## config.mk

```make
export PLATFORM = sky130hd
export DESIGN_NAME = x_matrix_add_multiply_core
export DESIGN_NICKNAME = d
export VERILOG_FILES = /design/src/rtl/core/xmam_pkg.sv /design/src/rtl/core/xmam_dp.sv /design/src/rtl/core/xmam_ctrl.sv /design/src/rtl/core/x_matrix_add_multiply_core.sv
export SDC_FILE = /design/constraint.sdc
export NUM_CORES = 2
export LEC_CHECK = 0
export BUFFER_PORTS_ARGS = -buffer_cell sky130_fd_sc_hd__buf_2
export CORE_MARGIN = 2
export CORE_UTILIZATION = 45
export CTS_CLUSTER_DIAMETER = 80
export DETAILED_ROUTE_END_ITERATION = 10
export PLACE_DENSITY = 0.64
export SYNTH_ARGS = -nofsm -noshare
export SYNTH_HDL_FRONTEND = slang
export SYNTH_SLANG_ARGS = --single-unit
export TNS_END_PERCENT = 1
```

## constraint.sdc

```tcl
create_clock -name clk_i -period 8.1 [get_ports clk_i]
set_input_delay 1.62 -clock clk_i [delete_from_list [all_inputs] [get_ports clk_i]]
set_output_delay 1.62 -clock clk_i [all_outputs]
set_load 0.01 [all_outputs]
```

## src/rtl/core/xmam_pkg.sv

```systemverilog
// Shared types and constants of the X-matrix add/multiply block.
// No dependencies.
package xmam_pkg;

  localparam int unsigned SizeW  = 4;
  localparam int unsigned EntryW = 16;
  localparam int unsigned ProdW  = 32;
  localparam int unsigned ResW   = 33;

  typedef enum logic [0:0] {
    REG_MATRIX_SIZE = 1'b0,
    REG_MODE        = 1'b1
  } cfg_reg_e;

  typedef enum logic [2:0] {
    ST_LOAD,
    ST_CELL,
    ST_TERM1,
    ST_ACC1,
    ST_TERM2,
    ST_ACC2,
    ST_OUT
  } ctrl_state_e;

  typedef enum logic [2:0] {
    DP_HOLD,
    DP_CLEAR,
    DP_SUM,
    DP_MUL,
    DP_LOAD_PROD,
    DP_ADD_PROD
  } dp_op_e;

  typedef struct packed {
    logic   wr_en;
    logic   rd_en;
    dp_op_e op;
  } dp_cmd_t;

endpackage

```

## src/rtl/core/xmam_dp.sv

```systemverilog
// Datapath: entry stores for A and B, multiplier and result accumulator.
// Depends on xmam_pkg; driven by xmam_ctrl through dp_cmd_t.
module xmam_dp #(
  parameter int unsigned StoreDepth = 16,
  parameter int unsigned AddrW      = 4
) (
  input  logic                                  clk_i,
  input  xmam_pkg::dp_cmd_t                     cmd_i,
  input  logic [AddrW-1:0]                      wr_addr_i,
  input  logic [AddrW-1:0]                      rd_addr_a_i,
  input  logic [AddrW-1:0]                      rd_addr_b_i,
  input  logic signed [xmam_pkg::EntryW-1:0]    a_entry_i,
  input  logic signed [xmam_pkg::EntryW-1:0]    b_entry_i,
  output logic signed [xmam_pkg::ResW-1:0]      result_o
);
  import xmam_pkg::*;

  logic signed [EntryW-1:0] a_mem [StoreDepth];
  logic signed [EntryW-1:0] b_mem [StoreDepth];
  logic signed [EntryW-1:0] a_rd_q, b_rd_q;
  logic signed [ProdW-1:0]  prod_q, prod_d;
  logic signed [ResW-1:0]   acc_q, acc_d;
  logic signed [ResW-1:0]   prod_ext, sum_ext;

  always_ff @(posedge clk_i) begin
    if (cmd_i.wr_en) begin
      a_mem[wr_addr_i] <= a_entry_i;
      b_mem[wr_addr_i] <= b_entry_i;
    end
    if (cmd_i.rd_en) begin
      a_rd_q <= a_mem[rd_addr_a_i];
      b_rd_q <= b_mem[rd_addr_b_i];
    end
  end

  assign prod_ext = {prod_q[ProdW-1], prod_q};
  assign sum_ext  = {{(ResW-EntryW){a_rd_q[EntryW-1]}}, a_rd_q}
                  + {{(ResW-EntryW){b_rd_q[EntryW-1]}}, b_rd_q};

  always_comb begin
    prod_d = prod_q;
    acc_d  = acc_q;
    case (cmd_i.op)
      DP_CLEAR:     acc_d  = '0;
      DP_SUM:       acc_d  = sum_ext;
      DP_MUL:       prod_d = a_rd_q * b_rd_q;
      DP_LOAD_PROD: acc_d  = prod_ext;
      DP_ADD_PROD:  acc_d  = acc_q + prod_ext;
      default: ;
    endcase
  end

  always_ff @(posedge clk_i) begin
    prod_q <= prod_d;
    acc_q  <= acc_d;
  end

  assign result_o = acc_q;

endmodule

```

## src/rtl/core/xmam_ctrl.sv

```systemverilog
// Controller: load counter, cell sweep counters and sequencing FSM.
// Depends on xmam_pkg; commands xmam_dp.
module xmam_ctrl #(
  parameter int unsigned AddrW = 4,
  parameter int unsigned RowW  = 3
) (
  input  logic                          clk_i,
  input  logic                          rst_ni,
  input  logic [xmam_pkg::SizeW-1:0]    n_i,
  input  logic                          mode_i,
  input  logic                          size_wr_i,
  input  logic                          in_valid_i,
  output logic                          in_ready_o,
  output logic                          out_valid_o,
  input  logic                          out_ready_i,
  output logic [RowW-1:0]               row_o,
  output logic [RowW-1:0]               col_o,
  output logic                          final_cell_o,
  output xmam_pkg::dp_cmd_t             cmd_o,
  output logic [AddrW-1:0]              wr_addr_o,
  output logic [AddrW-1:0]              rd_addr_a_o,
  output logic [AddrW-1:0]              rd_addr_b_o
);
  import xmam_pkg::*;

  // store index of X entry (r, c), entries packed row-major
  function automatic logic [SizeW:0] x_pos(logic [SizeW-1:0] r, logic [SizeW-1:0] c,
                                           logic [SizeW-1:0] n);
    logic [SizeW-1:0] mirror;
    logic [SizeW-1:0] lo;
    logic [SizeW-1:0] half;
    logic [SizeW:0]   base;
    mirror = n - SizeW'(1) - r;
    lo     = (r < mirror) ? r : mirror;
    half   = (n - SizeW'(1)) >> 1;
    base   = (n[0] && (r > half)) ? ({r, 1'b0} - (SizeW+1)'(1)) : {r, 1'b0};
    return base + ((c > lo) ? (SizeW+1)'(1) : (SizeW+1)'(0));
  endfunction

  ctrl_state_e state_q, state_d;
  logic [AddrW-1:0] load_cnt_q, load_cnt_d;
  logic [RowW-1:0]  row_q, row_d, col_q, col_d;

  logic [SizeW:0]   load_len;
  logic             last_load;
  logic [SizeW-1:0] ie, je, mi;
  logic             on_x, center, last_cell;
  logic             in_xfer, out_xfer;

  assign load_len  = n_i[0] ? ({n_i, 1'b0} - (SizeW+1)'(1)) : {n_i, 1'b0};
  assign last_load = ((SizeW+1)'(load_cnt_q) == load_len - (SizeW+1)'(1));

  assign ie        = SizeW'(row_q);
  assign je        = SizeW'(col_q);
  assign mi        = n_i - SizeW'(1) - ie;
  assign on_x      = (je == ie) || (je == mi);
  assign center    = (ie == mi);
  assign last_cell = (ie == n_i - SizeW'(1)) && (je == n_i - SizeW'(1));

  assign in_xfer  = in_valid_i && in_ready_o;
  assign out_xfer = out_valid_o && out_ready_i;

  always_comb begin
    state_d = state_q;
    unique case (state_q)
      ST_LOAD:  if (in_xfer && last_load && !size_wr_i) state_d = ST_CELL;
      ST_CELL:  state_d = on_x ? ST_TERM1 : ST_OUT;
      ST_TERM1: state_d = mode_i ? ST_ACC1 : ST_OUT;
      ST_ACC1:  state_d = center ? ST_OUT : ST_TERM2;
      ST_TERM2: state_d = ST_ACC2;
      ST_ACC2:  state_d = ST_OUT;
      ST_OUT:   if (out_xfer) state_d = last_cell ? ST_LOAD : ST_CELL;
      default:  state_d = ST_LOAD;
    endcase
  end

  always_comb begin
    in_ready_o  = 1'b0;
    out_valid_o = 1'b0;
    cmd_o       = '{wr_en: 1'b0, rd_en: 1'b0, op: DP_HOLD};
    rd_addr_a_o = AddrW'(x_pos(ie, je, n_i));
    rd_addr_b_o = AddrW'(x_pos(ie, je, n_i));
    unique case (state_q)
      ST_LOAD: begin
        in_ready_o   = 1'b1;
        cmd_o.wr_en  = in_xfer;
      end
      ST_CELL: begin
        if (on_x) begin
          cmd_o.rd_en = 1'b1;
          if (mode_i) rd_addr_a_o = AddrW'(x_pos(ie, ie, n_i));
        end else begin
          cmd_o.op = DP_CLEAR;
        end
      end
      ST_TERM1: cmd_o.op = mode_i ? DP_MUL : DP_SUM;
      ST_ACC1: begin
        cmd_o.op    = DP_LOAD_PROD;
        cmd_o.rd_en = !center;
        rd_addr_a_o = AddrW'(x_pos(ie, mi, n_i));
        rd_addr_b_o = AddrW'(x_pos(mi, je, n_i));
      end
      ST_TERM2: cmd_o.op = DP_MUL;
      ST_ACC2:  cmd_o.op = DP_ADD_PROD;
      ST_OUT:   out_valid_o = 1'b1;
      default: ;
    endcase
  end

  always_comb begin
    load_cnt_d = load_cnt_q;
    row_d      = row_q;
    col_d      = col_q;
    if (in_xfer) begin
      if (last_load) begin
        load_cnt_d = '0;
        row_d      = '0;
        col_d      = '0;
      end else begin
        load_cnt_d = load_cnt_q + AddrW'(1);
      end
    end
    if (size_wr_i) load_cnt_d = '0;
    if (out_xfer && !last_cell) begin
      if (je == n_i - SizeW'(1)) begin
        col_d = '0;
        row_d = row_q + RowW'(1);
      end else begin
        col_d = col_q + RowW'(1);
      end
    end
  end

  always_ff @(posedge clk_i or negedge rst_ni) begin
    if (!rst_ni) begin
      state_q    <= ST_LOAD;
      load_cnt_q <= '0;
      row_q      <= '0;
      col_q      <= '0;
    end else begin
      state_q    <= state_d;
      load_cnt_q <= load_cnt_d;
      row_q      <= row_d;
      col_q      <= col_d;
    end
  end

  assign wr_addr_o    = load_cnt_q;
  assign row_o        = row_q;
  assign col_o        = col_q;
  assign final_cell_o = last_cell;

endmodule

```

## src/rtl/core/x_matrix_add_multiply_core.sv

```systemverilog
// Top level of the X-matrix add/multiply block: APB registers, controller, datapath.
// Depends on xmam_pkg, xmam_ctrl and xmam_dp.
//
// Usage:
//   Input channel (in_valid_i/in_ready_o) carries one X entry of A and of B per
//   transfer, row-major over the X positions: 2n entries, or 2n-1 for odd n.
//   Entries load one per cycle; in_ready_o is high whenever a load is open.
//   After the last entry the block streams all n*n cells on the output channel
//   (out_valid_o/out_ready_i), row-major, final_cell_o set on the last one.
//   Per cell the sequencer steps CELL, OUT off the X; CELL, TERM1, OUT for a
//   sum; CELL, TERM1, ACC1, OUT for the center product; and CELL, TERM1,
//   ACC1, TERM2, ACC2, OUT for other product cells (two multiply passes
//   through the one shared multiplier and single-port store reads); the first
//   cell is always on the diagonal. Input is closed during the burst.
//   A stalled receiver holds the current cell in place; nothing is dropped.
//   Reset: matrix_size 2, mode 0 (sum), empty load; store contents undefined.
//   Writing matrix_size restarts the load. Registers: 0 matrix_size, 4 mode.
module x_matrix_add_multiply_core #(
  parameter int unsigned MAX_N = 8
) (
  input  logic                                clk_i,
  input  logic                                rst_ni,
  input  logic                                psel,
  input  logic                                penable,
  input  logic                                pwrite,
  input  logic [2:0]                          paddr,
  input  logic [31:0]                         pwdata,
  output logic [31:0]                         prdata,
  output logic                                pready,
  input  logic                                in_valid_i,
  output logic                                in_ready_o,
  input  logic signed [xmam_pkg::EntryW-1:0]  a_entry_i,
  input  logic signed [xmam_pkg::EntryW-1:0]  b_entry_i,
  output logic                                out_valid_o,
  input  logic                                out_ready_i,
  output logic signed [xmam_pkg::ResW-1:0]    result_value_o,
  output logic [$clog2(MAX_N)-1:0]            row_o,
  output logic [$clog2(MAX_N)-1:0]            col_o,
  output logic                                final_cell_o
);
  import xmam_pkg::*;

  localparam int unsigned StoreDepth = 2 * MAX_N;
  localparam int unsigned AddrW      = $clog2(StoreDepth);
  localparam int unsigned RowW       = $clog2(MAX_N);

  logic [SizeW-1:0] size_q, size_d;
  logic             mode_q, mode_d;
  logic             cfg_wr, size_wr;
  logic [SizeW-1:0] n_eff;
  cfg_reg_e         reg_sel;

  dp_cmd_t          cmd;
  logic [AddrW-1:0] wr_addr, rd_addr_a, rd_addr_b;

  assign pready  = 1'b1;
  assign cfg_wr  = psel && penable && pwrite;
  assign reg_sel = cfg_reg_e'(paddr[2]);

  always_comb begin
    size_d  = size_q;
    mode_d  = mode_q;
    size_wr = 1'b0;
    prdata  = '0;
    unique case (reg_sel)
      REG_MATRIX_SIZE: begin
        prdata = 32'(size_q);
        if (cfg_wr) begin
          size_d  = pwdata[SizeW-1:0];
          size_wr = 1'b1;
        end
      end
      REG_MODE: begin
        prdata = 32'(mode_q);
        if (cfg_wr) mode_d = pwdata[0];
      end
      default: ;
    endcase
  end

  always_ff @(posedge clk_i or negedge rst_ni) begin
    if (!rst_ni) begin
      size_q <= SizeW'(2);
      mode_q <= 1'b0;
    end else begin
      size_q <= size_d;
      mode_q <= mode_d;
    end
  end

  assign n_eff = (size_q < SizeW'(2))     ? SizeW'(2)     :
                 (size_q > SizeW'(MAX_N)) ? SizeW'(MAX_N) : size_q;

  xmam_ctrl #(
    .AddrW (AddrW),
    .RowW  (RowW)
  ) u_ctrl (
    .clk_i        (clk_i),
    .rst_ni       (rst_ni),
    .n_i          (n_eff),
    .mode_i       (mode_q),
    .size_wr_i    (size_wr),
    .in_valid_i   (in_valid_i),
    .in_ready_o   (in_ready_o),
    .out_valid_o  (out_valid_o),
    .out_ready_i  (out_ready_i),
    .row_o        (row_o),
    .col_o        (col_o),
    .final_cell_o (final_cell_o),
    .cmd_o        (cmd),
    .wr_addr_o    (wr_addr),
    .rd_addr_a_o  (rd_addr_a),
    .rd_addr_b_o  (rd_addr_b)
  );

  xmam_dp #(
    .StoreDepth (StoreDepth),
    .AddrW      (AddrW)
  ) u_dp (
    .clk_i       (clk_i),
    .cmd_i       (cmd),
    .wr_addr_i   (wr_addr),
    .rd_addr_a_i (rd_addr_a),
    .rd_addr_b_i (rd_addr_b),
    .a_entry_i   (a_entry_i),
    .b_entry_i   (b_entry_i),
    .result_o    (result_value_o)
  );

endmodule

```

# Word-level counts from Yosys, hierarchy flattened
# Memory sizes are Yosys's and may differ from the RTL's. A register that Yosys moved wholly into a read port is not among the register bits.
# Cells that the tools add are included.
# totals
reg_bits	83
ramBits	512
elab_cells	127
memories	2
# classes
addsub	16
n_mul	1
n_lt_le_gt_ge	10
eq_ne	19
muxes	47
n_bitwise	1
n_reduce_logical	23
# memory_table
memory	depth	word_bits	rd	rd_clocked_by_memory_dff	write_ports	line_no	source
u_dp.a_mem	16	16	1	1	1	xmam_dp.sv:18	logic signed [EntryW-1:0] a_mem [StoreDepth];
u_dp.b_mem	16	16	1	1	1	xmam_dp.sv:19	logic signed [EntryW-1:0] b_mem [StoreDepth];
# ops
operator	count
33-bit one-hot mux with 4 select lines	1
32-bit one-hot mux with 2 select lines	1
4-bit two-way mux	12
3-bit two-way mux	12
33-bit by 32-bit adder with 33-bit output	1
16-bit by 16-bit multiplier with 32-bit output	1
3-bit one-hot mux with 7 select lines	1
16-bit by 16-bit adder with 17-bit output	1
4-bit adder	4
3-bit by 4-bit equality test with 1-bit output	4
3-bit equality test, second input constant	5
1-bit two-way mux	15
3-bit one-hot mux with 5 select lines	1
3-bit by 2-bit equality test with 1-bit output, second input constant	4
3-bit by 4-bit greater-than comparator with 1-bit output	3
4-bit by 1-bit subtractor with 4-bit output, second input constant	3
1-bit logical AND	10
5-bit by 1-bit subtractor with 5-bit output, second input constant	2
4-bit one-hot mux with 2 select lines	1
2-bit AND reduction	4
3-bit by 1-bit adder with 3-bit output, second input constant	2
3-bit by 1-bit equality test with 1-bit output, second input constant	2
2-bit nonzero test	3
4-bit by 5-bit equality test with 1-bit output	1
other kinds (20)	23

# Depth between registers and ports, before layout
# depth
depth_word	13
mapped_depth	31
depth_no_buf	29

# Hierarchy
# From an unflattened synthesis, not the netlist that was laid out.
# hier_totals
cells_unflattened	2674
area_unflattened_um2	37757.5
# modules_own_cells
module	n_inst	cells_each	area_per_inst_um2	seq_area_each_um2
xmam_dp	1	2317	34830.9	18287.5
xmam_ctrl	1	303	2422.3	325.3
x_matrix_add_multiply_core	1	54	504.2	126.4

# Worst setup path after synthesis
# OpenSTA, ideal clock, no wires.
# synth_timing
path_kind	flip-flop to flip-flop
from	reg size_q[1]
to	reg u_dp.a_rd_q[1] (read register of u_dp.a_mem) (data pin)
setup_time_ps	261
arrival_ps	6389
required_ps	7839
slack_ps	1450
stages_incl_launch_ff	28
n_path_buf	4
path_cell_list	dfstp_2 nor2_1 or3b_1 buf_6 ha_1 xnor2_1 inv_1 ha_1 xor2_1 inv_2 ha_1 o21ai_0 a21oi_1 mux2i_1 ha_1 a21o_1 a21oi_1 a31oi_1 ha_1 ha_1 a32o_1 a31oi_2 buf_4 buf_2 buf_4 mux2i_1 a21oi_1 a221o_1
# synth_via
elab_chain_len	13
elab_cells_between_ends	29
classes_between	add/sub (5); order compare (7); eq/ne (2); mux (12); reduce/logical (3)
# synth_lines
item	line_no	source
from (decl)	x_matrix_add_multiply_core.sv:47	logic [SizeW-1:0] size_q, size_d;
from (signal assigned)	x_matrix_add_multiply_core.sv:83	size_q <= SizeW'(2);
from (signal assigned)	x_matrix_add_multiply_core.sv:86	size_q <= size_d;
4-bit greater-than comparator	x_matrix_add_multiply_core.sv:92	(size_q > SizeW'(MAX_N)) ? SizeW'(MAX_N) : size_q;
4-bit two-way mux	x_matrix_add_multiply_core.sv:92	
4-bit two-way mux (*)	x_matrix_add_multiply_core.sv:91	assign n_eff = (size_q < SizeW'(2)) ? SizeW'(2) :
4-bit by 1-bit subtractor with 4-bit output	xmam_ctrl.sv:33, xmam_ctrl.sv:35, xmam_ctrl.sv:55	
4-bit by 3-bit subtractor with 4-bit output	xmam_ctrl.sv:33, xmam_ctrl.sv:55	
3-bit by 4-bit less-than comparator with 1-bit output	xmam_ctrl.sv:34	lo = (r < mirror) ? r : mirror;
4-bit two-way mux	xmam_ctrl.sv:34	
3-bit by 4-bit greater-than comparator with 1-bit output	xmam_ctrl.sv:37	return base + ((c > lo) ? (SizeW+1)'(1) : (SizeW+1)'(0));
1-bit two-way mux	xmam_ctrl.sv:37	
4-bit adder	xmam_ctrl.sv:37	
4-bit two-way mux	xmam_ctrl.sv:91	if (mode_i) rd_addr_a_o = AddrW'(x_pos(ie, ie, n_i));
4-bit two-way mux	xmam_ctrl.sv:89	if (on_x) begin
4-bit one-hot mux with 2 select lines	xmam_ctrl.sv:83	unique case (state_q)
to (decl)	xmam_dp.sv:20	logic signed [EntryW-1:0] a_rd_q, b_rd_q;
# Every way passes the cells marked *; elsewhere a longest branch is shown, timed or not.
# A chain may end at the register's enable or synchronous reset.

# Worst setup path in the final report
# layout_timing
from	reg size_q[1]
to	reg u_dp.a_rd_q[9] (read register of u_dp.a_mem) (data pin)
# The elaborated chain is that of the path after synthesis.

==> flow_summary_export.csv <==
group,metric,value,unit
run_status,outcome,"finished clean",
critical_path,required,8440,ps
sta,whs,573,ps
clock_network,cts_made_buffers,69,
route,drcViolationCount,0,
logic_synthesis,syn_inst,3174,
logic_synthesis,yosysMostFrequentCell,"edfxtp_1",
critical_path,path_class,"reg2reg",
critical_path,critPathCaptureType,"register",
global_routing,antenna_found_initial,6,
clock_network,worstSkewPairLatency,620,ps
clock_network,ctsHoldBuffers,0,
placement,placed_area,40500,um^2
sta,fin_crit,7300,ps
route,drtPass1Iterations,5,
final_layout,drive_gt1_share,10.3,%
critical_path,arrival,7640,ps
sta,rsz0062_at_grt,"false",
route,viasPerCell,5.37,
final_layout,stdcell_area,42600,um^2
worst_hold_path,holdPathStages,2,
die,fp.dieW,297,um
sta,setup_violations,0,
clock_network,cts_resized,0,
logic_synthesis,ys_seq_elements,627,
critical_path,crit_fanout,14,
critical_path,crit_path_frequent_cell,"ha_1",
critical_path,rr_startpoint,"size_q[1]",
global_routing,grt_overflow,0,
logic_synthesis,synth_warnings,0,
logic_synthesis,synth_top_area_share,47.5,%
sta,max_slew_margin,29.3,%
sta,hold_viol_final,0,
critical_path,reg2reg_slack,800,ps
logic_synthesis,ys.flop_type,"edfxtp_1",
sta,fin_skew,24.8,ps
worst_hold_path,hp-class,"reg2reg",
placement,place_hpwl,56100,um
logic_synthesis,yosys-top-cells-area,"edfxtp_1, fa_1, ha_1",
global_routing,grt_usage,20.4,%
die,die_h,297,um
sta,setup-tns-final,0,ps
clock_network,clock-root-buffer,"clkbuf_16",
clock_network,cts.sinks,627,
logic_synthesis,yosys-top-cells-count,"edfxtp_1, inv_1, nand2_1, fa_1, ha_1",
die,num_rows,107,
logic_synthesis,ys_seq_area_share,48.6,%
route,vias,23889,
placement,portBuffers,89,
clock_network,htreeDepth,3,
final_layout,nets,3780,
sta,worst_pin_slew,1060,ps
clock_network,post_cts_buffers,0,
placement,place.gp.congestion,0.864,
die,ios,149,
logic_synthesis,yosysTopAreaCell,"edfxtp_1",
route,drt_iter0_markers,1792,
critical_path,reg2reg_depth,28,
logic_synthesis,syn_area_per_cell,12.1,um^2
logic_synthesis,synth_cell_type_count,79,
logic_synthesis,synthArstFlopShare,2.87,%
clock_network,clockBufferDepth,3,
sta,timing.final.crit_share,90.1,%
global_routing,grt_max_degree,97,
route,routedWlPerCell,19.8,um
sta,slew_viol_final,0,
logic_synthesis,syn_area,38500,um^2
final_layout,diodes,0,
critical_path,slowest_stage,"a31oi_4",
critical_path,max_stage_delay,610,ps
final_layout,fillers,7428,
sta,max_freq,0.137,GHz
die,fp.coreArea,85000,um^2
critical_path,worstSetupStartpointType,"register",
die,die_area,88000,um^2
route,routed_wl,88000,um
worst_hold_path,hp-start,"u_dp.prod_q[0]",
die,start_util,45.3,%
clock_network,clkTransAtPathRegs,60,ps
final_layout,area_growth,10.5,%
route,ant_nets,0,
logic_synthesis,synth_edf_count,609,
worst_hold_path,hold_end,"u_dp.result_o[0]",
run,drv_cap,0,
global_routing,grt_pass1_vias,23862,
global_routing,grt_pass1_wl,137000,um
critical_path,worstReg2RegEnd,"u_dp.a_rd_q[9]",
clock_network,cts_tree,"built",
## kinds of logic after synthesis
family / synth area share (%)
fa+ha+maj: 19.7
flops: 48.6
simple gates: 9.10
buf+inv: 5.77
compound gates: 10.2
other cells: 0.0195
xor+xnor: 2.23
mux: 4.35
## routing by layer
metal  vias up  GRT usage [%]  wire length [um]
met5         -              0                51
met2       577           34.5             42600
met1     11913           27.7             39100
met3       146           2.78              4100
met4         8           5.46              2140
li1      11245              -                 -
## worst max-delay path by stage
stage / from / end / slack, ps / cells after the start
2_1_floorplan: size_q[1] / u_dp.a_rd_q[1] / 1450 / 27
4_1_cts: size_q[1] / u_dp.b_rd_q[3] / 750 / 25
6_report: size_q[1] / u_dp.a_rd_q[9] / 800 / 28
5_1_grt: size_q[1] / u_dp.b_rd_q[13] / 250 / 25
3_5_place_dp: size_q[1] / u_dp.b_rd_q[3] / 760 / 25
3_3_place_gp: size_q[1] / u_dp.b_rd_q[3] / 840 / 25
## per-stage QoR
stage	util [%]	instances	worst slack, ps
after CTS	50.1	4451	751
after detailed placement	47.6	4333	763
final	50.1	4451	799
after global routing	50.1	4451	255
after floorplan	-	3203	1450
after global placement	47.6	4333	839
## worst max-delay path, delay by kind of cell, from the launching register on
kind | cells | cell delay [ps]
buf+inv | 5 | 870
compound gates | 9 | 1990
mux | 3 | 790
flops | 1 | 560
xor+xnor | 2 | 320
simple gates | 3 | 700
fa+ha+maj | 6 | 1790
## sequential cells by signal, indices dropped and copies added, names as in the netlist, 3 cells and up
| signal | cells |
|---|---|
| u_ctrl.col_o | 3 |
| u_dp.a_mem | 256 |
| u_ctrl.row_o | 3 |
| size_q | 4 |
| u_ctrl.state_q | 3 |
| u_dp.result_o | 33 |
| u_ctrl.wr_addr_o | 4 |
| u_dp.b_mem | 256 |
| u_dp.b_rd_q | 16 |
| u_dp.a_rd_q | 16 |
| u_dp.prod_q | 32 |
## placed cells by master, fill, tap and decap left out, types with 34 or more instances in the layout
master / instances
fa_1: 266
and2_1: 159
ha_1: 180
a21o_1: 34
nand2_1: 329
edfxtp_1: 609
mux2i_1: 121
nor2b_1: 47
nor2_1: 52
inv_1: 370
mux2_2: 39
a21oi_1: 151
a31oi_1: 42
a311oi_1: 36
a211oi_1: 110
buf_2: 89
clkbuf_16: 70
buf_4: 57
o21ai_0: 76
xnor2_1: 67
## layout make-up
cell class              instances  area (um^2)  area share, %
flip-flops and latches        627        18700           44.0
multi-input cells            2033        17800           41.9
clock buffers                  86         1810           4.26
well taps                    1144         1430           3.36
inverters                     372         1400           3.28
repair buffers                157         1090           2.57
clock inverters                32          254          0.597
Power is left out: the tool's default activity adds up to more than one toggle a clock period on the data nets, which glitch-free logic cannot reach.
